$ cat src/cln_pkg.sv
// Shared types and constants of the character LCD nibble sequencer.
package cln_pkg;

	// One command request on the input channel.
	typedef struct packed {
		logic [2:0] mode;
		logic [7:0] byte_value;
		logic [1:0] row;
		logic [5:0] column;
	} cmd_t;

	// One timed pin state on the output channel.
	typedef struct packed {
		logic        reg_select;
		logic        enable;
		logic [3:0]  nibble;
		logic [15:0] hold_us;
		logic        last;
	} phase_t;

	// Delay registers as seen by the sequencer.
	typedef struct packed {
		logic [15:0] standard_delay_us;
		logic [15:0] clear_delay_us;
		logic [15:0] power_up_wait_us;
		logic [15:0] second_wait_us;
		logic [15:0] third_wait_us;
	} cfg_t;

	// Command modes.
	localparam logic [2:0] MODE_INIT   = 3'd0;
	localparam logic [2:0] MODE_DATA   = 3'd1;
	localparam logic [2:0] MODE_CTRL   = 3'd2;
	localparam logic [2:0] MODE_CLEAR  = 3'd3;
	localparam logic [2:0] MODE_CURSOR = 3'd4;

	// Cursor rows that produce writes.
	localparam logic [1:0] ROW_FIRST  = 2'd1;
	localparam logic [1:0] ROW_SECOND = 2'd2;

	// Register map: index taken from paddr[4:2].
	localparam int         PADDR_W      = 5;
	localparam logic [2:0] REG_STANDARD = 3'd0;
	localparam logic [2:0] REG_CLEAR    = 3'd1;
	localparam logic [2:0] REG_POWER_UP = 3'd2;
	localparam logic [2:0] REG_SECOND   = 3'd3;
	localparam logic [2:0] REG_THIRD    = 3'd4;

	// Register reset values.
	localparam logic [15:0] RST_STANDARD = 16'd50;
	localparam logic [15:0] RST_CLEAR    = 16'd1700;
	localparam logic [15:0] RST_POWER_UP = 16'd15000;
	localparam logic [15:0] RST_SECOND   = 16'd4500;
	localparam logic [15:0] RST_THIRD    = 16'd100;

	// Fixed command bytes.
	localparam logic [7:0] CLEAR_BYTE  = 8'h01;
	localparam logic [7:0] CURSOR_BASE = 8'h80;
	localparam logic [7:0] ROW2_OFFSET = 8'h40;

	// Microcode step kinds.
	localparam logic KIND_WAIT = 1'b0;
	localparam logic KIND_NIB  = 1'b1;

	// Nibble sources.
	localparam logic [1:0] NSRC_CONST = 2'd0;
	localparam logic [1:0] NSRC_HI    = 2'd1;
	localparam logic [1:0] NSRC_LO    = 2'd2;

	// Hold time sources.
	localparam logic [2:0] HOLD_STD    = 3'd0;
	localparam logic [2:0] HOLD_CLR    = 3'd1;
	localparam logic [2:0] HOLD_PU     = 3'd2;
	localparam logic [2:0] HOLD_SECOND = 3'd3;
	localparam logic [2:0] HOLD_THIRD  = 3'd4;
	localparam logic [2:0] HOLD_CMD    = 3'd5;

	// Program entry points.
	localparam int             STEP_W     = 5;
	localparam logic [STEP_W-1:0] STEP_INIT = 5'd0;
	localparam logic [STEP_W-1:0] STEP_BYTE = 5'd15;

	// Phase within a nibble write.
	localparam logic [1:0] PH_SETUP = 2'd0;
	localparam logic [1:0] PH_HIGH  = 2'd1;
	localparam logic [1:0] PH_LOW   = 2'd2;

	// One microcode control word.
	typedef struct packed {
		logic       kind;
		logic [1:0] nib_src;
		logic [3:0] const_nib;
		logic [2:0] hold_src;
		logic       stop;
	} ucode_t;

endpackage

$ cat src/cln_if.sv
// Request channels of the sequencer: commands in, pin phases out.
interface cln_cmd_if;
	logic          valid;
	logic          ready;
	cln_pkg::cmd_t data;

	modport source (output valid, output data, input ready);
	modport sink (input valid, input data, output ready);
endinterface

interface cln_phase_if;
	logic            valid;
	logic            ready;
	cln_pkg::phase_t data;

	modport source (output valid, output data, input ready);
	modport sink (input valid, input data, output ready);
endinterface

$ cat src/cln_ucode_rom.sv
// Microcode program store of the sequencer.
module cln_ucode_rom (
	input  logic [cln_pkg::STEP_W-1:0] step,
	output cln_pkg::ucode_t            uword
);

	// Init runs steps 0 to 14; a single byte runs steps 15 and 16.
	always_comb begin
		unique case (step)
			5'd0:  uword = '{cln_pkg::KIND_WAIT, cln_pkg::NSRC_CONST, 4'h0,
				cln_pkg::HOLD_PU, 1'b0};
			5'd1:  uword = '{cln_pkg::KIND_NIB, cln_pkg::NSRC_CONST, 4'h3,
				cln_pkg::HOLD_STD, 1'b0};
			5'd2:  uword = '{cln_pkg::KIND_WAIT, cln_pkg::NSRC_CONST, 4'h0,
				cln_pkg::HOLD_SECOND, 1'b0};
			5'd3:  uword = '{cln_pkg::KIND_NIB, cln_pkg::NSRC_CONST, 4'h3,
				cln_pkg::HOLD_STD, 1'b0};
			5'd4:  uword = '{cln_pkg::KIND_WAIT, cln_pkg::NSRC_CONST, 4'h0,
				cln_pkg::HOLD_THIRD, 1'b0};
			5'd5:  uword = '{cln_pkg::KIND_NIB, cln_pkg::NSRC_CONST, 4'h3,
				cln_pkg::HOLD_STD, 1'b0};
			5'd6:  uword = '{cln_pkg::KIND_NIB, cln_pkg::NSRC_CONST, 4'h2,
				cln_pkg::HOLD_STD, 1'b0};
			5'd7:  uword = '{cln_pkg::KIND_NIB, cln_pkg::NSRC_CONST, 4'h2,
				cln_pkg::HOLD_STD, 1'b0};
			5'd8:  uword = '{cln_pkg::KIND_NIB, cln_pkg::NSRC_CONST, 4'h8,
				cln_pkg::HOLD_STD, 1'b0};
			5'd9:  uword = '{cln_pkg::KIND_NIB, cln_pkg::NSRC_CONST, 4'h0,
				cln_pkg::HOLD_STD, 1'b0};
			5'd10: uword = '{cln_pkg::KIND_NIB, cln_pkg::NSRC_CONST, 4'h8,
				cln_pkg::HOLD_STD, 1'b0};
			5'd11: uword = '{cln_pkg::KIND_NIB, cln_pkg::NSRC_CONST, 4'h0,
				cln_pkg::HOLD_CLR, 1'b0};
			5'd12: uword = '{cln_pkg::KIND_NIB, cln_pkg::NSRC_CONST, 4'h1,
				cln_pkg::HOLD_CLR, 1'b0};
			5'd13: uword = '{cln_pkg::KIND_NIB, cln_pkg::NSRC_CONST, 4'h0,
				cln_pkg::HOLD_STD, 1'b0};
			5'd14: uword = '{cln_pkg::KIND_NIB, cln_pkg::NSRC_CONST, 4'h6,
				cln_pkg::HOLD_STD, 1'b1};
			5'd15: uword = '{cln_pkg::KIND_NIB, cln_pkg::NSRC_HI, 4'h0,
				cln_pkg::HOLD_CMD, 1'b0};
			5'd16: uword = '{cln_pkg::KIND_NIB, cln_pkg::NSRC_LO, 4'h0,
				cln_pkg::HOLD_CMD, 1'b1};
			// Unused addresses end the program at once.
			default: uword = '{cln_pkg::KIND_WAIT, cln_pkg::NSRC_CONST, 4'h0,
				cln_pkg::HOLD_STD, 1'b1};
		endcase
	end

endmodule

$ cat src/cln_cfg_regs.sv
// APB-style delay register bank of the sequencer.
module cln_cfg_regs (
	input  logic                        clk,
	input  logic                        arst_n,
	input  logic                        psel,
	input  logic                        penable,
	input  logic                        pwrite,
	input  logic [cln_pkg::PADDR_W-1:0] paddr,
	input  logic [31:0]                 pwdata,
	output logic [31:0]                 prdata,
	output logic                        pready,
	output cln_pkg::cfg_t               cfg
);

	logic       wr_en;
	logic [2:0] reg_idx;

	assign pready  = 1'b1;
	assign reg_idx = paddr[4:2];
	assign wr_en   = psel && penable && pwrite;

	// Register writes; unknown indexes are ignored.
	always_ff @(posedge clk or negedge arst_n) begin
		if (!arst_n) begin
			cfg.standard_delay_us <= cln_pkg::RST_STANDARD;
			cfg.clear_delay_us    <= cln_pkg::RST_CLEAR;
			cfg.power_up_wait_us  <= cln_pkg::RST_POWER_UP;
			cfg.second_wait_us    <= cln_pkg::RST_SECOND;
			cfg.third_wait_us     <= cln_pkg::RST_THIRD;
		end else if (wr_en) begin
			unique case (reg_idx)
				cln_pkg::REG_STANDARD: cfg.standard_delay_us <= pwdata[15:0];
				cln_pkg::REG_CLEAR:    cfg.clear_delay_us    <= pwdata[15:0];
				cln_pkg::REG_POWER_UP: cfg.power_up_wait_us  <= pwdata[15:0];
				cln_pkg::REG_SECOND:   cfg.second_wait_us    <= pwdata[15:0];
				cln_pkg::REG_THIRD:    cfg.third_wait_us     <= pwdata[15:0];
				default: ;
			endcase
		end
	end

	// Read-back multiplexer.
	always_comb begin
		unique case (reg_idx)
			cln_pkg::REG_STANDARD: prdata = {16'd0, cfg.standard_delay_us};
			cln_pkg::REG_CLEAR:    prdata = {16'd0, cfg.clear_delay_us};
			cln_pkg::REG_POWER_UP: prdata = {16'd0, cfg.power_up_wait_us};
			cln_pkg::REG_SECOND:   prdata = {16'd0, cfg.second_wait_us};
			cln_pkg::REG_THIRD:    prdata = {16'd0, cfg.third_wait_us};
			default:               prdata = 32'd0;
		endcase
	end

endmodule

$ cat src/char_lcd_nibble_sequencer.sv
// Top level of the character LCD nibble sequencer.
// Each accepted command is expanded by a small microcode program into timed pin
// phases for a 4-bit character LCD: init gives 39 phases, a data, control, clear
// or cursor command gives 6, and an unused mode or a cursor row other than 1 or 2
// gives none. The step counter walks the program store and emits one phase per
// clock, while the output side does not stall, into a single output register;
// a command occupies the block until its final phase has been loaded, and the
// next command is taken only then. Delays are set through the APB-style
// register port.
module char_lcd_nibble_sequencer (
	input  logic                        clk,
	input  logic                        arst_n,
	cln_cmd_if.sink                     cmd,
	cln_phase_if.source                 phase,
	input  logic                        psel,
	input  logic                        penable,
	input  logic                        pwrite,
	input  logic [cln_pkg::PADDR_W-1:0] paddr,
	input  logic [31:0]                 pwdata,
	output logic [31:0]                 prdata,
	output logic                        pready
);

	cln_pkg::cfg_t                cfg;
	cln_pkg::ucode_t              uword;
	cln_pkg::phase_t              out_q;
	logic                         out_valid_q;
	logic                         busy_q;
	logic [cln_pkg::STEP_W-1:0]   step_q;
	logic [1:0]                   phase_q;
	logic                         held_rs_q;
	logic [3:0]                   held_nib_q;
	logic [7:0]                   byte_q;
	logic                         rs_q;
	logic                         clr_q;
	logic                         accept;
	logic                         adv;
	logic                         step_done;
	logic [3:0]                   new_nib;
	logic [15:0]                  hold;
	logic [7:0]                   cur_addr;

	cln_cfg_regs u_cfg (
		.clk     (clk),
		.arst_n  (arst_n),
		.psel    (psel),
		.penable (penable),
		.pwrite  (pwrite),
		.paddr   (paddr),
		.pwdata  (pwdata),
		.prdata  (prdata),
		.pready  (pready),
		.cfg     (cfg)
	);

	cln_ucode_rom u_rom (
		.step  (step_q),
		.uword (uword)
	);

	// Handshakes: a new command only when no program is running.
	assign cmd.ready   = !busy_q;
	assign accept      = cmd.valid && !busy_q;
	assign adv         = busy_q && (!out_valid_q || phase.ready);
	assign phase.valid = out_valid_q;
	assign phase.data  = out_q;

	// Cursor address from the one-based column.
	assign cur_addr = ({2'b00, cmd.data.column} - 8'd1) | cln_pkg::CURSOR_BASE;

	// A wait is one phase; a nibble write finishes on its closing low phase.
	assign step_done = (uword.kind == cln_pkg::KIND_WAIT) || (phase_q == cln_pkg::PH_LOW);

	// Nibble source selection.
	always_comb begin
		unique case (uword.nib_src)
			cln_pkg::NSRC_HI: new_nib = byte_q[7:4];
			cln_pkg::NSRC_LO: new_nib = byte_q[3:0];
			default:          new_nib = uword.const_nib;
		endcase
	end

	// Hold time selection.
	always_comb begin
		unique case (uword.hold_src)
			cln_pkg::HOLD_CLR:    hold = cfg.clear_delay_us;
			cln_pkg::HOLD_PU:     hold = cfg.power_up_wait_us;
			cln_pkg::HOLD_SECOND: hold = cfg.second_wait_us;
			cln_pkg::HOLD_THIRD:  hold = cfg.third_wait_us;
			cln_pkg::HOLD_CMD:    hold = clr_q ? cfg.clear_delay_us : cfg.standard_delay_us;
			default:              hold = cfg.standard_delay_us;
		endcase
	end

	// Command decode, step counter and nibble phase counter.
	always_ff @(posedge clk or negedge arst_n) begin
		if (!arst_n) begin
			busy_q  <= 1'b0;
			step_q  <= cln_pkg::STEP_INIT;
			phase_q <= cln_pkg::PH_SETUP;
		end else if (accept) begin
			phase_q <= cln_pkg::PH_SETUP;
			priority if (cmd.data.mode == cln_pkg::MODE_INIT) begin
				busy_q <= 1'b1;
				step_q <= cln_pkg::STEP_INIT;
			end else if (cmd.data.mode == cln_pkg::MODE_DATA
				|| cmd.data.mode == cln_pkg::MODE_CTRL
				|| cmd.data.mode == cln_pkg::MODE_CLEAR) begin
				busy_q <= 1'b1;
				step_q <= cln_pkg::STEP_BYTE;
			end else if (cmd.data.mode == cln_pkg::MODE_CURSOR
				&& (cmd.data.row == cln_pkg::ROW_FIRST
				|| cmd.data.row == cln_pkg::ROW_SECOND)) begin
				busy_q <= 1'b1;
				step_q <= cln_pkg::STEP_BYTE;
			end else begin
				busy_q <= 1'b0;
			end
		end else if (adv) begin
			if (step_done) begin
				phase_q <= cln_pkg::PH_SETUP;
				if (uword.stop) begin
					busy_q <= 1'b0;
				end else begin
					step_q <= step_q + 1'b1;
				end
			end else begin
				phase_q <= phase_q + 2'd1;
			end
		end
	end

	// Command operands: byte, register select and delay choice.
	always_ff @(posedge clk) begin
		if (accept) begin
			unique case (cmd.data.mode)
				cln_pkg::MODE_DATA: begin
					byte_q <= cmd.data.byte_value;
					rs_q   <= 1'b1;
					clr_q  <= 1'b0;
				end
				cln_pkg::MODE_CLEAR: begin
					byte_q <= cln_pkg::CLEAR_BYTE;
					rs_q   <= 1'b0;
					clr_q  <= 1'b1;
				end
				cln_pkg::MODE_CURSOR: begin
					byte_q <= (cmd.data.row == cln_pkg::ROW_SECOND)
						? (cur_addr | cln_pkg::ROW2_OFFSET) : cur_addr;
					rs_q   <= 1'b0;
					clr_q  <= 1'b0;
				end
				default: begin
					byte_q <= cmd.data.byte_value;
					rs_q   <= 1'b0;
					clr_q  <= 1'b0;
				end
			endcase
		end
	end

	// Pin levels remembered between phases and commands.
	always_ff @(posedge clk or negedge arst_n) begin
		if (!arst_n) begin
			held_rs_q  <= 1'b0;
			held_nib_q <= 4'd0;
		end else if (adv && uword.kind == cln_pkg::KIND_NIB
			&& phase_q == cln_pkg::PH_SETUP) begin
			held_rs_q  <= rs_q;
			held_nib_q <= new_nib;
		end
	end

	// Output register: the setup phase shows the old pins, later phases the new.
	always_ff @(posedge clk or negedge arst_n) begin
		if (!arst_n) begin
			out_valid_q <= 1'b0;
		end else if (adv) begin
			out_valid_q <= 1'b1;
		end else if (phase.ready) begin
			out_valid_q <= 1'b0;
		end
	end

	always_ff @(posedge clk) begin
		if (adv) begin
			out_q.reg_select <= held_rs_q;
			out_q.enable     <= (uword.kind == cln_pkg::KIND_NIB)
				&& (phase_q == cln_pkg::PH_HIGH);
			out_q.nibble     <= held_nib_q;
			out_q.hold_us    <= hold;
			out_q.last       <= uword.stop && step_done;
		end
	end

	// A phase with enable high is always followed by its closing low phase.
	a_high_not_last: assert property (@(posedge clk) disable iff (!arst_n)
		phase.valid && phase.data.enable |-> !phase.data.last)
		else $error("enable-high phase marked as last");

	// The nibble phase counter never reaches its unused code.
	a_phase_range: assert property (@(posedge clk) disable iff (!arst_n)
		phase_q != 2'd3)
		else $error("nibble phase counter out of range");

	// A new command always starts at the setup phase of a nibble.
	a_start_setup: assert property (@(posedge clk) disable iff (!arst_n)
		accept |-> phase_q == cln_pkg::PH_SETUP)
		else $error("command accepted in the middle of a nibble");

	// The remembered pins change only when a phase is produced.
	a_held_stable: assert property (@(posedge clk) disable iff (!arst_n)
		!adv |=> $stable(held_nib_q) && $stable(held_rs_q))
		else $error("held pins changed without a phase");

endmodule
$ cat src/flat_wrapper.sv
// flat-port wrapper written by rule: the top's interface ports become plain ports
module char_lcd_nibble_sequencer_flat 
  (clk, arst_n, psel, penable, pwrite, paddr, pwdata, prdata, pready, cmd_valid, cmd_data, cmd_ready, phase_valid, phase_data, phase_ready);
  cln_cmd_if cmd_i ();
  cln_phase_if phase_i ();
  input  logic clk;
  input  logic arst_n;
  input  logic psel;
  input  logic penable;
  input  logic pwrite;
  input  logic [cln_pkg::PADDR_W-1:0] paddr;
  input  logic [31:0] pwdata;
  output logic [31:0] prdata;
  output logic pready;
  input wire logic [$bits(cmd_i.valid)-1:0] cmd_valid;
  input wire logic [$bits(cmd_i.data)-1:0] cmd_data;
  output wire logic [$bits(cmd_i.ready)-1:0] cmd_ready;
  output wire logic [$bits(phase_i.valid)-1:0] phase_valid;
  output wire logic [$bits(phase_i.data)-1:0] phase_data;
  input wire logic [$bits(phase_i.ready)-1:0] phase_ready;
  assign cmd_i.valid = cmd_valid;
  assign cmd_i.data = cmd_data;
  assign cmd_ready = cmd_i.ready;
  assign phase_valid = phase_i.valid;
  assign phase_data = phase_i.data;
  assign phase_i.ready = phase_ready;
  char_lcd_nibble_sequencer u_core (.clk(clk), .arst_n(arst_n), .cmd(cmd_i), .phase(phase_i), .psel(psel), .penable(penable), .pwrite(pwrite), .paddr(paddr), .pwdata(pwdata), .prdata(prdata), .pready(pready));
endmodule
$ cat config.mk
export PLATFORM = sky130hd
export DESIGN_NAME = char_lcd_nibble_sequencer_flat
export DESIGN_NICKNAME = d
export VERILOG_FILES = /design/src/cln_pkg.sv /design/src/cln_if.sv /design/src/cln_ucode_rom.sv /design/src/cln_cfg_regs.sv /design/src/char_lcd_nibble_sequencer.sv /design/src/flat_wrapper.sv
export SDC_FILE = /design/constraint.sdc
export NUM_CORES = 1
export LEC_CHECK = 0
export ABC_AREA = 1
export BUFFER_PORTS_ARGS = -buffer_cell sky130_fd_sc_hd__buf_2
export CAP_MARGIN = 15
export CORE_MARGIN = 4
export CORE_UTILIZATION = 50
export CTS_BUF_LIST = sky130_fd_sc_hd__clkbuf_8 sky130_fd_sc_hd__clkbuf_16
export DETAILED_ROUTE_END_ITERATION = 8
export PLACE_DENSITY = 0.82
export SLEW_MARGIN = 40
export SYNTH_ARGS = -nofsm -noshare
export SYNTH_HDL_FRONTEND = slang
export SYNTH_SLANG_ARGS = --single-unit
$ cat constraint.sdc
create_clock -name clk -period 2.43 [get_ports clk]
set_input_delay 0.1215 -clock clk [delete_from_list [all_inputs] [get_ports clk]]
set_output_delay 0.1215 -clock clk [all_outputs]
set_load 0.01 [all_outputs]
Word level (Yosys, flattened, before mapping)
Memory sizes are Yosys's and may differ from the RTL's.
Cells that the tools add are included.
{"block": "word_totals", "wordCells": 102, "rom_bits": 352, "reg_bits": 127, "output_inout_bits": 58, "ramBits": 0, "latch_bits": 0, "mem_count": 1, "in_bits": 63}
{"block": "op_classes", "div": 0, "n_bitwise": 1, "n_lt_le_gt_ge": 0, "multipliers": 0, "eq_ne": 21, "n_shift": 0, "mux": 27, "reduce_logical": 30, "n_addsub": 3}
{"name": "(name not given)", "words": 32, "width": 11, "read_ports": 1, "rd_clocked_by_memory_dff": 0, "write_ports": 0, "line_no": "cln_ucode_rom.sv:9", "text": "unique case (step)"}
{"operator": "16-bit one-hot mux with 5 select lines", "count": 2}
{"operator": "5-bit 2-to-1 mux", "count": 7}
{"operator": "3-bit by 2-bit == test with 1-bit output, second input constant", "count": 6}
{"operator": "16-bit 2-to-1 mux", "count": 1}
{"operator": "8-bit one-hot mux with 2 select lines", "count": 1}
{"operator": "3-bit == test, second input constant", "count": 4}
{"operator": "1-bit 2-to-1 mux", "count": 11}
{"operator": "2-bit AND reduction", "count": 5}
{"operator": "3-bit by 1-bit == test with 1-bit output, second input constant", "count": 3}
{"operator": "1-bit logical AND", "count": 9}
{"operator": "4-bit one-hot mux with 2 select lines", "count": 1}
{"operator": "2-bit nonzero test", "count": 4}
{"operator": "7-bit 2-to-1 mux", "count": 1}
{"operator": "6-bit by 1-bit subtractor with 7-bit output, second input constant", "count": 1}
{"operator": "2-bit by 1-bit == test with 1-bit output, second input constant", "count": 3}
{"operator": "2-bit == test, second input constant", "count": 3}
{"operator": "3-bit zero test", "count": 2}
{"operator": "2-bit 2-to-1 mux", "count": 3}
{"operator": "5-bit by 1-bit adder with 5-bit output, second input constant", "count": 1}
{"operator": "1-bit logical OR", "count": 5}
{"operator": "4-bit != test, second input constant", "count": 1}
{"operator": "4-bit AND reduction", "count": 1}
{"operator": "3-bit AND reduction", "count": 1}
{"operator": "2-bit by 1-bit adder with 2-bit output, second input constant", "count": 1}
{"operator": "4 further kinds", "count": 5}

Logic depth before layout (Yosys ltp)
Gate-level depths: netlist (run 1).
{"block": "logic_depth", "depth_word": 7, "depth_mapped": 12, "mapped_depth_nobuf": 11}

By module
A second synthesis (run 1) with hierarchy kept.
{"block": "hier_totals", "cells_unflattened": 894, "hier_area_um2": 6980.4}
{"mod": "cln_cfg_regs", "cells_per_inst": 490, "area_each_um2": 3962.6, "n_inst": 1, "seq_area_each_um2": 2030.7}
{"mod": "char_lcd_nibble_sequencer", "cells_per_inst": 362, "area_each_um2": 2796.4, "n_inst": 1, "seq_area_each_um2": 1341.3}
{"mod": "cln_ucode_rom", "cells_per_inst": 42, "area_each_um2": 221.5, "n_inst": 1, "seq_area_each_um2": 0.0}

Worst setup path after synthesis (run 1)
Ideal clock, no wire load.
{"block": "synth_path", "kind": "register -> register", "from": "register u_core.step_q[0] (netlist bit)", "to": "register u_core.out_q, in the netlist u_core.phase.data[13] (data pin)", "setup_ns": 0.254, "period_less_slack_ns": 1.881, "required_time_ns": 2.176, "path_slack_ns": 0.549, "arrival_time_ns": 1.627, "n_path_buf": 1, "path_stages_with_launch": 13, "path_cell_list": "dfrtp_1 ha_1 ha_1 inv_1 nand2_1 nand2_1 nand2_1 nand2_1 nand3_4 buf_6 nor2_2 nor2_1 nand2_1"}
{"block": "synth_between", "elab_chain_cells": 3, "word_cells_on_any_way": 7, "cone_classes": "eq/ne (5); mux (1); memory (1)"}
{"element": "from (decl)", "line_no": "char_lcd_nibble_sequencer.sv:29", "text": "logic [cln_pkg::STEP_W-1:0] step_q;"}
{"element": "from (signal assigned)", "line_no": "char_lcd_nibble_sequencer.sv:99", "text": "step_q <= cln_pkg::STEP_INIT;"}
{"element": "from (signal assigned)", "line_no": "char_lcd_nibble_sequencer.sv:105", "text": "step_q <= cln_pkg::STEP_INIT;"}
{"element": "from (signal assigned)", "line_no": "char_lcd_nibble_sequencer.sv:110", "text": "step_q <= cln_pkg::STEP_BYTE;"}
{"element": "memory 32 x 11 bit *"}
{"element": "3-bit == test, or another cell as far along", "line_no": "char_lcd_nibble_sequencer.sv:85", "text": "unique case (uword.hold_src)"}
{"element": "16-bit one-hot mux with 5 select lines *", "line_no": "char_lcd_nibble_sequencer.sv:85"}
{"element": "via u_core.hold[12]", "line_no": "char_lcd_nibble_sequencer.sv:40", "text": "logic [15:0] hold;"}
{"element": "to (decl)", "line_no": "char_lcd_nibble_sequencer.sv:26", "text": "cln_pkg::phase_t out_q;"}
Mark *: on every way through the listed nets, which the timed path passes. The rest lies on a longest branch.
A chain may end at the register's enable or synchronous reset.

Final worst setup path (run 1)
Ends and elaborated chain as after synthesis.

==> summary.txt, run 1 <==
Clock network
  • Number of buffers inserted during clock tree synthesis: 17
  • Maximum clock path buffer count: 2
  • Clock H-tree levels: 4
  • # clock sinks: 127
  • Clock-pin slew on the worst setup and hold paths: 60 ps
  • CTS tree: done
  • Latest clock arrival within the worst-skew pair: 420 ps
  • Cell at the root of the clock tree: clkbuf_16

Setup path
  • Data arrival time at the worst-slack endpoint: 2470 ps
  • Maximum fanout along the worst path: 17
  • Data required time of the worst path: roughly 2600 ps
  • Type of element launching the critical path: flop
  • Nature of the critical path endpoint: flop
  • Startpoint-to-endpoint class of the critical path: reg2reg

Yosys
  • Register area share after synthesis: 47.55%
  • Gate count after technology mapping: between 800 and 900
  • Number of distinct library cells after synthesis: 39
  • Commonest register cell after synthesis: dfrtp_1
  • Async set-or-reset flop fraction in the synthesized netlist: between 70% and 80%
  • Cell area after synthesis: 0.007092 sq mm
  • Flop and latch count out of synthesis: 127
  • Number of synthesized flops with an enable pin: 33
  • Syn_area_per_cell: 7.959 sq um
  • Yosys Warn Count: 0

Global route
  • Antenna violations before repair: 0
  • Grt total ovfl: 0
  • Global-route track usage on met3: 4.264%
  • Global Route met1 Usage: a little under a third
  • Global-route wire length before repair: between 30 and 40 mm
  • GRT Resource Usage Total: 23.60%
  • Fraction of met2 tracks used by global routing: 37.80%
  • Vias in the first global route: about 6200
  • Highest-utilization routing layer at the global route stage: met2
  • Maximum number of pins on one net before global-route repair: 69

Pwr
  • Switching share of power: 39.96%
  • Power, Total: 9.099 mW
  • Relative contribution of the clock network to total power: around a quarter
  • Net switching power of the design: about 3.6 mW
  • Power per standard cell area: roughly 1100 mW/mm^2
  • Worst-case vdd ir drop: 0.5434 mV
  • Sequential group share of total power: between 30 and 40%
  • Leak pwr: 4.001 nW
  • Design internal power: 5.463 mW
  • Combinational share of power: approximately 37%

STA
  • Portion of the clock cycle consumed by the worst path in the final layout: 94.63%
  • Max_slew headroom: between 50% and 60%
  • Final worst hold slack: around 11 ps
  • Sum of negative setup slack: 0 ps
  • Fmax: 0.4349 GHz
  • Slew at the pin closest to its max-slew limit: 622.1 ps
  • Setup Viol. Count Final: 0
  • Clock Skew: about 7.7 ps
  • Setup repair after global routing missed its margin: no
  • Minimum clock period: 2299 ps
  • Final Hold Violating Endpoints: 0
  • Max-slew violation count: 0

Finish
  • Share of final-layout standard cells stronger than drive strength 1: 19.90%
  • Non-filler instance count after layout: 1170
  • Antenna fix cells: 0
  • Reg area: 0.003373 sq mm
  • Total number of nets in the final design: 1051
  • Synth-to-Final Area Change: 16.44%
  • Final core utilization: between 50% and 60%
  • Area used by multi-input combinational logic: 0.003103 sq mm
  • Filler Cells Inserted: 1201

Place
  • GP Congestion: 0.8709
  • Cell Count Post-Placement: 1127
  • I/O Buffers: 85
  • Post-detail-place hpwl: about 12 mm

Die
  • Chip height: approximately 130 microns
  • IO Pins: between 100 and 150
  • Cell row count: 43
  • Floorplan die width: 127.1 microns
  • Initial Utilization: about half
  • Std-Cell Core Area: 0.01388 sq mm
  • Floorplan die area: between 0.015 and 0.02 sq mm

Detailed routing
  • Detail Route Antenna Nets: 0
  • Vias: 6562
  • 1st-iter DRT viols: 843
  • Routed vias/inst: around 5.6
  • Wire length after detailed routing: 18.71 mm
  • Drt first pass iters: 6
  • Average wire length per cell after detail routing: roughly 16 microns
  • Post-detailed-route DRC marker count: 0

Status
  • Status: complete, no violations

Min path
  • Kind of path behind the tightest hold check: in2reg

Run
  • Max-Cap Viols: 0
==> through the flow <==
stage	instance area, sq um	setup WS (ps)
floorplan	7148	548.9
global placement	7590	203.5
detailed placement	7590	148.7
CTS	8207	90.76
global route	8258	40.24
finish	8258	130.6
==> metal layers <==
layer | share of wire [%] | vias up
met5 | 0 | -
met4 | 3.2 | 0
met3 | 8.0 | 62
met2 | 48 | 333
met1 | 41 | 3071
li1 | - | 3096
==> cell type report <==
class,count,share of cell area (%)
clock inverters,12,0.9848
flip-flops and latches,127,40.85
clock buffers,19,5.758
inverters,85,3.864
repair buffers,115,8.242
multi-input cells,632,37.58
well taps,180,2.727
==> power by group through the flow <==
stage / logic [mW] / registers, mW / clock network, mW
final: 3.37 / 3.35 / 2.38
after global placement: 3.05 / 3.33 / 0
after detailed placement: 3.14 / 3.36 / 0
after floorplan: 2.25 / 3.34 / 0
after global routing: 3.73 / 3.41 / 2.51
after CTS: 3.19 / 3.33 / 2.41
==> Yosys cell counts, types with 2 or more instances <==
cell | number | share of area [%]
a21oi_1 | 7 | 0.49
a22oi_1 | 15 | 1.6
buf_2 | 20 | 1.4
buf_4 | 19 | 2.0
buf_6 | 4 | 0.64
clkbuf_1 | 19 | 1.0
conb_1 | 2 | 0.11
dfrtp_1 | 71 | 25
dfstp_2 | 23 | 8.5
edfxtp_1 | 33 | 14
ha_1 | 10 | 1.8
inv_1 | 80 | 4.2
inv_2 | 4 | 0.21
nand2_1 | 255 | 13
nand2_2 | 4 | 0.35
nand2_4 | 4 | 0.64
nand3_1 | 39 | 2.8
nand3_4 | 2 | 0.49
nand4_1 | 65 | 5.7
nor2_1 | 67 | 3.5
nor2_2 | 13 | 1.1
nor2_4 | 3 | 0.48
nor3_1 | 3 | 0.21
nor3_4 | 2 | 0.46
o21ai_0 | 95 | 6.7
o21ai_1 | 17 | 1.2
xor2_1 | 3 | 0.37
==> worst max-delay path, stage by stage (launching register included) <==
cell     delay (ps)
dfrtp_2         440
inv_1            90
ha_1            330
nand2_1         100
nand2_1         100
nand2_4         180
nand2_4         210
nand3_4         250
buf_4           190
nor2_2           30
nor2_1           80
nand2_1          60
==> sequential cells by signal (all words and copies together), names as in the netlist <==
register	count
u_core.u_cfg.cfg	80
u_core.phase.data	23
u_core.byte_q	8
u_core.step_q	5
u_core.held_nib_q	4
u_core.phase_q	2
u_core.busy_q	1
u_core.clr_q	1
u_core.held_rs_q	1
u_core.phase.valid	1
u_core.rs_q	1
==> cell families after synthesis <==
family	synth area share (%)
DFF	47.55
and+or+nand+nor	29.80
adders and majority gates	1.764
other	0.1059
buffers and inverters	9.562
AOI/OAI and AO/OA	10.73
xor gates and xnor gates	0.4941
==> final timing paths <==
| check | start | end | slack [ps] | cells past startpoint |
|---|---|---|---|---|
| max in group asynchronous | arst_n | u_core.u_cfg.cfg[57]$_DFFE_PN1P_ | 1530 | 3 |
| max reg2reg | u_core.step_q[0]$_DFFE_PN0P_ | u_core.phase.data[13]$_DFFE_PP_ | 130 | 11 |
| min | pwdata[14] | u_core.u_cfg.cfg[46]$_DFFE_PN0P_ | 10 | 3 |
| min in group asynchronous | arst_n | u_core.u_cfg.cfg[29]$_DFFE_PN0P_ | 160 | 2 |
| min reg2reg | u_core.held_nib_q[1]$_DFFE_PN0P_ | u_core.phase.data[18]$_DFFE_PP_ | 450 | 0 |
| max | u_core.step_q[0]$_DFFE_PN0P_ | u_core.phase.data[13]$_DFFE_PP_ | 130 | 11 |
==> layout by cell type, fill, tap and decap left out, types with 2 or more instances in the layout <==
| master | count |
|---|---|
| dfrtp_1 | 70 |
| o21ai_0 | 95 |
| inv_6 | 2 |
| ha_1 | 10 |
| nand3_1 | 39 |
| clkinvlp_4 | 2 |
| a22oi_1 | 15 |
| nor3_4 | 2 |
| clkbuf_16 | 19 |
| inv_1 | 81 |
| inv_4 | 2 |
| edfxtp_1 | 33 |
| a21oi_1 | 7 |
| buf_2 | 84 |
| o21ai_1 | 17 |
| nor2_4 | 4 |
| xor2_1 | 3 |
| nand4_1 | 65 |
| nor3_1 | 3 |
| nand3_4 | 2 |
| clkinv_4 | 2 |
| conb_1 | 17 |
| dlygate4sd3_1 | 6 |
| inv_2 | 4 |
| nor2_2 | 12 |
| buf_4 | 24 |
| nand2_1 | 255 |
| nand2_2 | 4 |
| clkinv_2 | 3 |
| nor2_1 | 67 |
| nand2_4 | 4 |
| dfstp_2 | 23 |
==> timing repair <==
item / 4_1_cts / 5_1_grt
setup buffers: 0 / 6
hold endpoints to repair: 31 / 0
hold buffers: 6 / 0
setup endpoints to repair: 0 / 12
resized for setup: 0 / 2
(Power assumes the default switching activity.)
==> run 2, diff against run 1 <==
--- a/config.mk
+++ b/config.mk
@@ -12,7 +12,7 @@
 export CORE_UTILIZATION = 50
 export CTS_BUF_LIST = sky130_fd_sc_hd__clkbuf_8 sky130_fd_sc_hd__clkbuf_16
 export DETAILED_ROUTE_END_ITERATION = 8
-export PLACE_DENSITY = 0.82
+export PLACE_DENSITY = 0.72
 export SLEW_MARGIN = 40
 export SYNTH_ARGS = -nofsm -noshare
 export SYNTH_HDL_FRONTEND = slang
==> run 2 against run 1 <==
  * Critical path depth shrank 2
  * Final cell count decreased by 0.34%
  * Critical path type unchanged
  * Sequential share of layout area is 0.23 points higher
  * Clock skew rose by 2.4 ps
  * First-iteration DRC count fell by 12%
  * Via count shrank 2.3%
  * Non-clock buffer count fell by 5
  * Sequential cell count did not move
  * Register-to-register slack better by 80 ps
  * Wire length up 0.10%
  * Critical endpoint is now u_core.phase.data[15]$_DFFE_PP_
==> summary.txt, run 2 (synthesis results as in run 1) <==
Global route
  • Global-route wire length before repair: 30.53 mm (was 30.51 mm)
  • Antenna violations before repair: 0 (unchanged)
  • GRT Resource Usage Total: 23.85% (was 23.60%)
  • Maximum number of pins on one net before global-route repair: 61 (was 69)
  • Grt total ovfl: 0 (unchanged)
  • Vias in the first global route: 5931 (was 6150)

STA
  • Fmax: 0.4514 GHz (was 0.4349 GHz)
  • Portion of the clock cycle consumed by the worst path in the final layout: 91.16% (was 94.63%)
  • Setup repair after global routing missed its margin: no (unchanged)
  • Max_slew headroom: 65.07% (was 58.39%)
  • Final Hold Violating Endpoints: 0 (unchanged)
  • Min setup slack post-route: 214.9 ps (was 130.6 ps)
  • Slew at the pin closest to its max-slew limit: 522.8 ps (was 622.1 ps)
  • Clock Skew: 10.16 ps (was 7.723 ps)
  • Max-slew violation count: 0 (unchanged)
  • Sum of negative setup slack: 0 ps (unchanged)
  • Setup Viol. Count Final: 0 (unchanged)
  • Minimum clock period: 2215 ps (was 2299 ps)

Finish
  • Filler Cells Inserted: 1249 (was 1201)
  • Max reg flops: 80 (unchanged)
  • Reg area: 0.003372 sq mm (was 0.003373 sq mm)
  • Non-filler instance count after layout: 1166 (was 1170)
  • Commonest non-fill, non-tap cells in the layout: nand2_1 (255), o21ai_0 (95), inv_1 (85), buf_2 (84), dfrtp_1 (71) (was nand2_1 (255), o21ai_0 (95), buf_2 (84), inv_1 (81), dfrtp_1 (70))
  • Antenna fix cells: 0 (unchanged)
  • Leading cell type in the layout, fill and taps excluded: nand2_1 (unchanged)
  • Synth-to-Final Area Change: 15.76% (was 16.44%)
  • Total number of nets in the final design: 1046 (was 1051)
  • Area used by multi-input combinational logic: 0.003103 sq mm (unchanged)
  • Final core utilization: 59.14% (was 59.49%)
  • Top register by number of flip-flops: u_core.u_cfg.cfg (unchanged)
  • Share of final-layout standard cells stronger than drive strength 1: 19.07% (was 19.90%)

Detailed routing
  • Post-detailed-route DRC marker count: 0 (unchanged)
  • Vias: 6409 (was 6562)
  • Wire length after detailed routing: 18.72 mm (was 18.71 mm)
  • Average wire length per cell after detail routing: 16.06 microns (was 15.99 microns)
  • Routed vias/inst: 5.497 (was 5.609)
  • Drt first pass iters: 5 (was 6)
  • 1st-iter DRT viols: 738 (was 843)
  • Detail Route Antenna Nets: 0 (unchanged)

Place
  • Cell Count Post-Placement: 1130 (was 1127)
  • Post-detail-place hpwl: 12.06 mm (was 11.65 mm)
  • I/O Buffers: 85 (unchanged)
  • Setup Slack @ Placement: 131.8 ps (was 148.7 ps)
  • GP Congestion: 0.8917 (was 0.8709)

Clock network
  • Number of buffers inserted during clock tree synthesis: 17 (unchanged)
  • Maximum clock path buffer count: 2 (unchanged)
  • Post-CTS Hold Buffers: 4 (was 6)
  • Latest clock arrival within the worst-skew pair: 420 ps (about the same)
  • Clock-pin slew on the worst setup and hold paths: 50 ps (was 60 ps)
  • Cell at the root of the clock tree: clkbuf_16 (unchanged)
  • Clock H-tree levels: 4 (unchanged)
  • CTS tree: done (unchanged)
  • Post-CTS Repair Setup Buffers: 0 (unchanged)
  • Number of instances resized during post-cts repair: 0 (unchanged)
  • # clock sinks: 127 (unchanged)

Setup path
  • Maximum fanout along the worst path: 16 (was 17)
  • Peak per-stage delay on the critical path: 460 ps (was 440 ps)
  • Data arrival time at the worst-slack endpoint: 2500 ps (was 2470 ps)
  • Type of element launching the critical path: flop (unchanged)
  • Data required time of the worst path: 2720 ps (was 2600 ps)
  • Startpoint-to-endpoint class of the critical path: reg2reg (unchanged)
  • Nature of the critical path endpoint: flop (unchanged)
  • Slowest cell on the critical path: dfrtp_1 (was dfrtp_2)
  • Critical-path cell list: ha_1 > ha_1 > inv_1 > nand2_1 > a21oi_1 > nand4_4 > nor2_1 > nor2_1 > nand2_1 (was inv_1 > ha_1 > nand2_1 > nand2_1 > nand2_4 > nand2_4 > nand3_4 > buf_4 > nor2_2 > nor2_1 > nand2_1)

Die
  • IO Pins: 121 (unchanged)
  • Initial Utilization: 51.09% (unchanged)
  • Floorplan die width: 127.1 microns (unchanged)
  • Floorplan die area: 0.01615 sq mm (unchanged)
  • Chip height: 127.1 microns (unchanged)
  • Cell row count: 43 (unchanged)
  • Std-Cell Core Area: 0.01388 sq mm (unchanged)

Pwr
  • Leak pwr: 3.987 nW (was 4.001 nW)
  • Sequential group share of total power: 37.6% (was 36.8%)
  • Power per standard cell area: 1089 mW/mm^2 (was 1102 mW/mm^2)
  • Design internal power: 5.402 mW (was 5.463 mW)
  • Switching share of power: 39.55% (was 39.96%)
  • Combinational share of power: 36.2% (was 37.1%)
  • Worst-case vdd ir drop: 0.5808 mV (was 0.5434 mV)
  • Relative contribution of the clock network to total power: 26.2% (was 26.1%)
  • Power, Total: 8.936 mW (was 9.099 mW)
  • Net switching power of the design: 3.534 mW (was 3.636 mW)

Status
  • Status: complete, no violations (unchanged)

Min path
  • Kind of path behind the tightest hold check: in2reg (unchanged)

Run
  • Max-Cap Viols: 0 (unchanged)
-- run 2: stage by stage --
stage	cell area, sq um	hold WS (ps)
2_1_floorplan	7148	-174.1
3_5_place_dp	7625	112.5
3_3_place_gp	7625	114.4
5_1_grt	8209	20.55
6_report	8209	9.173
4_1_cts	8204	5.864
-- run 2: critical path: cells and delay by family, from the launching register on --
family | cells | cell delay (ps)
buffers and inverters | 1 | 60
AOI/OAI and AO/OA | 1 | 250
and+or+nand+nor | 5 | 780
DFF | 1 | 460
adders and majority gates | 2 | 530
-- run 2: final timing paths --
path | startpoint | end | slack [ps] | depth (start not counted)
min in group asynchronous | arst_n | u_core.u_cfg.cfg[75]$_DFFE_PN0P_ | 200 | 2
max in group asynchronous | arst_n | u_core.u_cfg.cfg[65]$_DFFE_PN1P_ | 1490 | 3
worst min-delay path | pwdata[11] | u_core.u_cfg.cfg[43]$_DFFE_PN1P_ | 9 | 3
worst max register to register | u_core.step_q[0]$_DFFE_PN0P_ | u_core.phase.data[15]$_DFFE_PP_ | 210 | 9
worst min register to register | u_core.held_rs_q$_DFFE_PN0P_ | u_core.phase.data[22]$_DFFE_PP_ | 450 | 0
worst max-delay path | u_core.step_q[0]$_DFFE_PN0P_ | u_core.phase.data[15]$_DFFE_PP_ | 210 | 9
-- run 2: power by group through the flow --
| stage | Clock, mW | Combinational, mW | Sequential, mW |
|---|---|---|---|
| final | 2.34 | 3.24 | 3.36 |
| after global routing | 2.46 | 3.63 | 3.43 |
| after CTS | 2.37 | 3.23 | 3.35 |
| after detailed placement | 0 | 3.20 | 3.38 |
| after global placement | 0 | 3.14 | 3.36 |
| after floorplan | 0 | 2.25 | 3.34 |
-- run 2: area by class of cell --
class                           instances  share of cell area (%)
Inverter                               85                   3.887
Sequential cell                       127                   41.08
Clock inverter                         13                   1.052
Tap cell                              180                   2.743
Clock buffer                           19                   5.517
Multi-Input combinational cell        632                   37.80
Timing Repair Buffer                  110                   7.926
-- run 2: per-layer routing --
metal	track usage, %	share of wire (%)	vias to the layer above
li1	-	-	3087
met1	33.53	43	3002
met2	36.64	46	280
met3	5.017	7.8	40
met4	8.770	2.5	0
met5	0	0	-
==> run 3, diff against run 2 <==
--- a/config.mk
+++ b/config.mk
@@ -12,7 +12,7 @@
 export CORE_UTILIZATION = 50
 export CTS_BUF_LIST = sky130_fd_sc_hd__clkbuf_8 sky130_fd_sc_hd__clkbuf_16
 export DETAILED_ROUTE_END_ITERATION = 8
-export PLACE_DENSITY = 0.72
+export PLACE_DENSITY = 0.75
 export SLEW_MARGIN = 40
 export SYNTH_ARGS = -nofsm -noshare
 export SYNTH_HDL_FRONTEND = slang
==> constraint.sdc (replaced) <==
create_clock -name clk -period 1.9 [get_ports clk]
set_input_delay 0.095 -clock clk [delete_from_list [all_inputs] [get_ports clk]]
set_output_delay 0.095 -clock clk [all_outputs]
set_load 0.01 [all_outputs]
==> run 3 against run 2 <==
  * The run now ends with setup timing left
  * Sequential power up 28%
  * Non-clock buffer count up 53
  * Critical path depth up 4
  * Sequential cell count did not move
  * Clock power increased by 37%
  * Largest cell class unchanged
  * Highest routed layer unchanged
==> summary.txt, run 3 (synthesis results as in run 1) <==
Status
  • Status: complete, but fails checks (was complete, no violations)
  • Failing checks: setup timing

Finish
  • Share of final-layout standard cells stronger than drive strength 1: 24.83% (was 19.07%)
  • Leading cell type in the layout, fill and taps excluded: nand2_1 (unchanged)
  • Total number of nets in the final design: 1099 (was 1046)
  • Final design area excluding fillers: 0.009121 sq mm (was 0.008209 sq mm)
  • Commonest non-fill, non-tap cells in the layout: nand2_1 (249), o21ai_0 (95), buf_2 (84), inv_1 (80), dfrtp_1 (70) (was nand2_1 (255), o21ai_0 (95), inv_1 (85), buf_2 (84), dfrtp_1 (71))
  • Final core utilization: 65.71% (was 59.14%)
  • Synth-to-Final Area Change: 28.62% (was 15.76%)
  • Max reg flops: 80 (unchanged)
  • Top register by number of flip-flops: u_core.u_cfg.cfg (unchanged)
  • Antenna fix cells: 0 (unchanged)
  • Non-filler instance count after layout: 1219 (was 1166)
  • Reg area: 0.003373 sq mm (was 0.003372 sq mm)
  • Area used by multi-input combinational logic: 0.003307 sq mm (was 0.003103 sq mm)
  • Filler Cells Inserted: 1098 (was 1249)

Min path
  • Startpoint of the most critical hold path: pwdata[13] (was pwdata[11])
  • Kind of path behind the tightest hold check: in2reg (unchanged)

Detailed routing
  • Average wire length per cell after detail routing: 17.33 microns (was 16.06 microns)
  • Wire length after detailed routing: 21.13 mm (was 18.72 mm)
  • Post-detailed-route DRC marker count: 0 (unchanged)
  • Routed vias/inst: 5.563 (was 5.497)
  • Drt first pass iters: 6 (was 5)
  • 1st-iter DRT viols: 964 (was 738)
  • Detail Route Antenna Nets: 0 (unchanged)
  • Vias: 6781 (was 6409)

STA
  • Setup Viol. Count Final: 16 (was 0)
  • Final worst hold slack: 10.20 ps (was 9.173 ps)
  • Sum of negative setup slack: -1504 ps (was 0 ps)
  • Max-slew violation count: 0 (unchanged)
  • Final Hold Violating Endpoints: 0 (unchanged)
  • Setup repair after global routing missed its margin: yes (was no)
  • Min setup slack post-route: -146.0 ps (was 214.9 ps)
  • Portion of the clock cycle consumed by the worst path in the final layout: 107.7% (was 91.16%)
  • Fmax: 0.4888 GHz (was 0.4514 GHz)
  • Clock Skew: 10.83 ps (was 10.16 ps)
  • Minimum clock period: 2046 ps (was 2215 ps)

Clock network
  • Clock H-tree levels: 4 (unchanged)
  • # clock sinks: 127 (unchanged)
  • Number of buffers inserted during clock tree synthesis: 17 (unchanged)
  • Latest clock arrival within the worst-skew pair: 420 ps (about the same)
  • Cell at the root of the clock tree: clkbuf_16 (unchanged)
  • CTS tree: done (unchanged)
  • Clock-pin slew on the worst setup and hold paths: 60 ps (was 50 ps)
  • Maximum clock path buffer count: 2 (unchanged)

Setup path
  • Data arrival time at the worst-slack endpoint: 2220 ps (was 2500 ps)
  • Worst reg2reg path startpoint: u_core.step_q[0]$_DFFE_PN0P_ (unchanged)
  • Data required time of the worst path: 2070 ps (was 2720 ps)
  • CP Launch Point: u_core.step_q[0]$_DFFE_PN0P_ (unchanged)
  • Nature of the critical path endpoint: flop (unchanged)
  • Type of element launching the critical path: flop (unchanged)
  • Startpoint-to-endpoint class of the critical path: reg2reg (unchanged)
  • Maximum fanout along the worst path: 8 (was 16)

Global route
  • Global-route wire length before repair: 33.36 mm (was 30.53 mm)
  • Vias in the first global route: 6476 (was 5931)
  • Global Route met1 Usage: 33.93% (was 33.53%)
  • Antenna violations before repair: 0 (unchanged)
  • Global-route track usage on met3: 6.564% (was 5.017%)
  • GRT Resource Usage Total: 26.53% (was 23.85%)
  • Fraction of met2 tracks used by global routing: 42.62% (was 36.64%)
  • Maximum number of pins on one net before global-route repair: 35 (was 61)
  • Highest-utilization routing layer at the global route stage: met2 (unchanged)
  • Grt total ovfl: 0 (unchanged)

Pwr
  • Power per standard cell area: 1504 mW/mm^2 (was 1089 mW/mm^2)
  • Leak pwr: 4.364 nW (was 3.987 nW)
  • Power, Total: 13.72 mW (was 8.936 mW)
  • Worst-case vdd ir drop: 0.8800 mV (was 0.5808 mV)

Die
  • Cell row count: 43 (unchanged)
  • Std-Cell Core Area: 0.01388 sq mm (unchanged)
  • Initial Utilization: 51.09% (unchanged)
  • Floorplan die width: 127.1 microns (unchanged)
  • Chip height: 127.1 microns (unchanged)
  • IO Pins: 121 (unchanged)
  • Floorplan die area: 0.01615 sq mm (unchanged)

Place
  • Setup Slack @ Placement: -248.9 ps (was 131.8 ps)
  • I/O Buffers: 85 (unchanged)
  • GP Congestion: 0.8454 (was 0.8917)
  • Post-detail-place hpwl: 12.30 mm (was 12.06 mm)
  • Total cell area at the placement stage: 0.007935 sq mm (was 0.007625 sq mm)
  • Cell Count Post-Placement: 1158 (was 1130)

Run
  • Max-Cap Viols: 0 (unchanged)
run 3: cell count changes in the layout (fill, tap and decap cells not counted), sizes merged:
| cell | delta |
|---|---|
| buf | +38 |
| bufinv | +1 |
| clkbuf | +1 |
| clkinv | -2 |
| clkinvlp | +1 |
| dlygate4sd3 | +14 |
run 3: cell type report:
cell class	instances	area share [%]
well taps	180	2.469
clock buffers	19	4.966
clock inverters	13	1.358
inverters	85	3.498
flip-flops and latches	127	36.98
multi-input cells	632	36.26
repair buffers	163	14.47
run 3: final timing paths:
kind | to | slack, ps | cells past startpoint
worst max-delay path | u_core.phase.data[10]$_DFFE_PP_ | -150 | 13
worst min-delay path | u_core.u_cfg.cfg[45]$_DFFE_PN1P_ | 10 | 3
worst max register to register | u_core.phase.data[10]$_DFFE_PP_ | -150 | 13
worst min register to register | u_core.phase.data[17]$_DFFE_PP_ | 460 | 0
max in group asynchronous | u_core.u_cfg.cfg[58]$_DFFE_PN1P_ | 1090 | 3
min in group asynchronous | u_core.u_cfg.cfg[77]$_DFFE_PN0P_ | 140 | 2
run 3: per-layer routing:
metal | vias to the layer above | wire length (microns)
met5 | - | 0
met4 | 0 | 752
met3 | 73 | 1962
met2 | 389 | 10040
met1 | 3114 | 8376
li1 | 3205 | -
run 3: what timing repair did:
action                                 in CTS  in global routing
cloned                                      5                  0
resized for setup                          42                 20
buffers inserted                            7                  3
pin swaps                                  20                 20
endpoints found under the hold margin      90                  0
setup endpoints to repair                  16                 20
hold buffers                               18                  0
run 3: power breakdown:
group | switching [mW] | internal (mW)
registers | 0.536 | 3.76
logic | 3.57 | 2.64
clock network | 1.23 | 1.98
total | 5.34 | 8.38
run 3: worst max-delay path, stage by stage, from the launching register on:
cell,delay [ps]
dfrtp_1,410
buf_6,140
ha_4,170
nor2_4,120
buf_6,110
nor2_4,30
nand2_4,90
nand2_8,70
buf_12,130
nand4_4,90
clkbuf_16,190
nor2_1,50
nor2_1,100
nand2_1,80
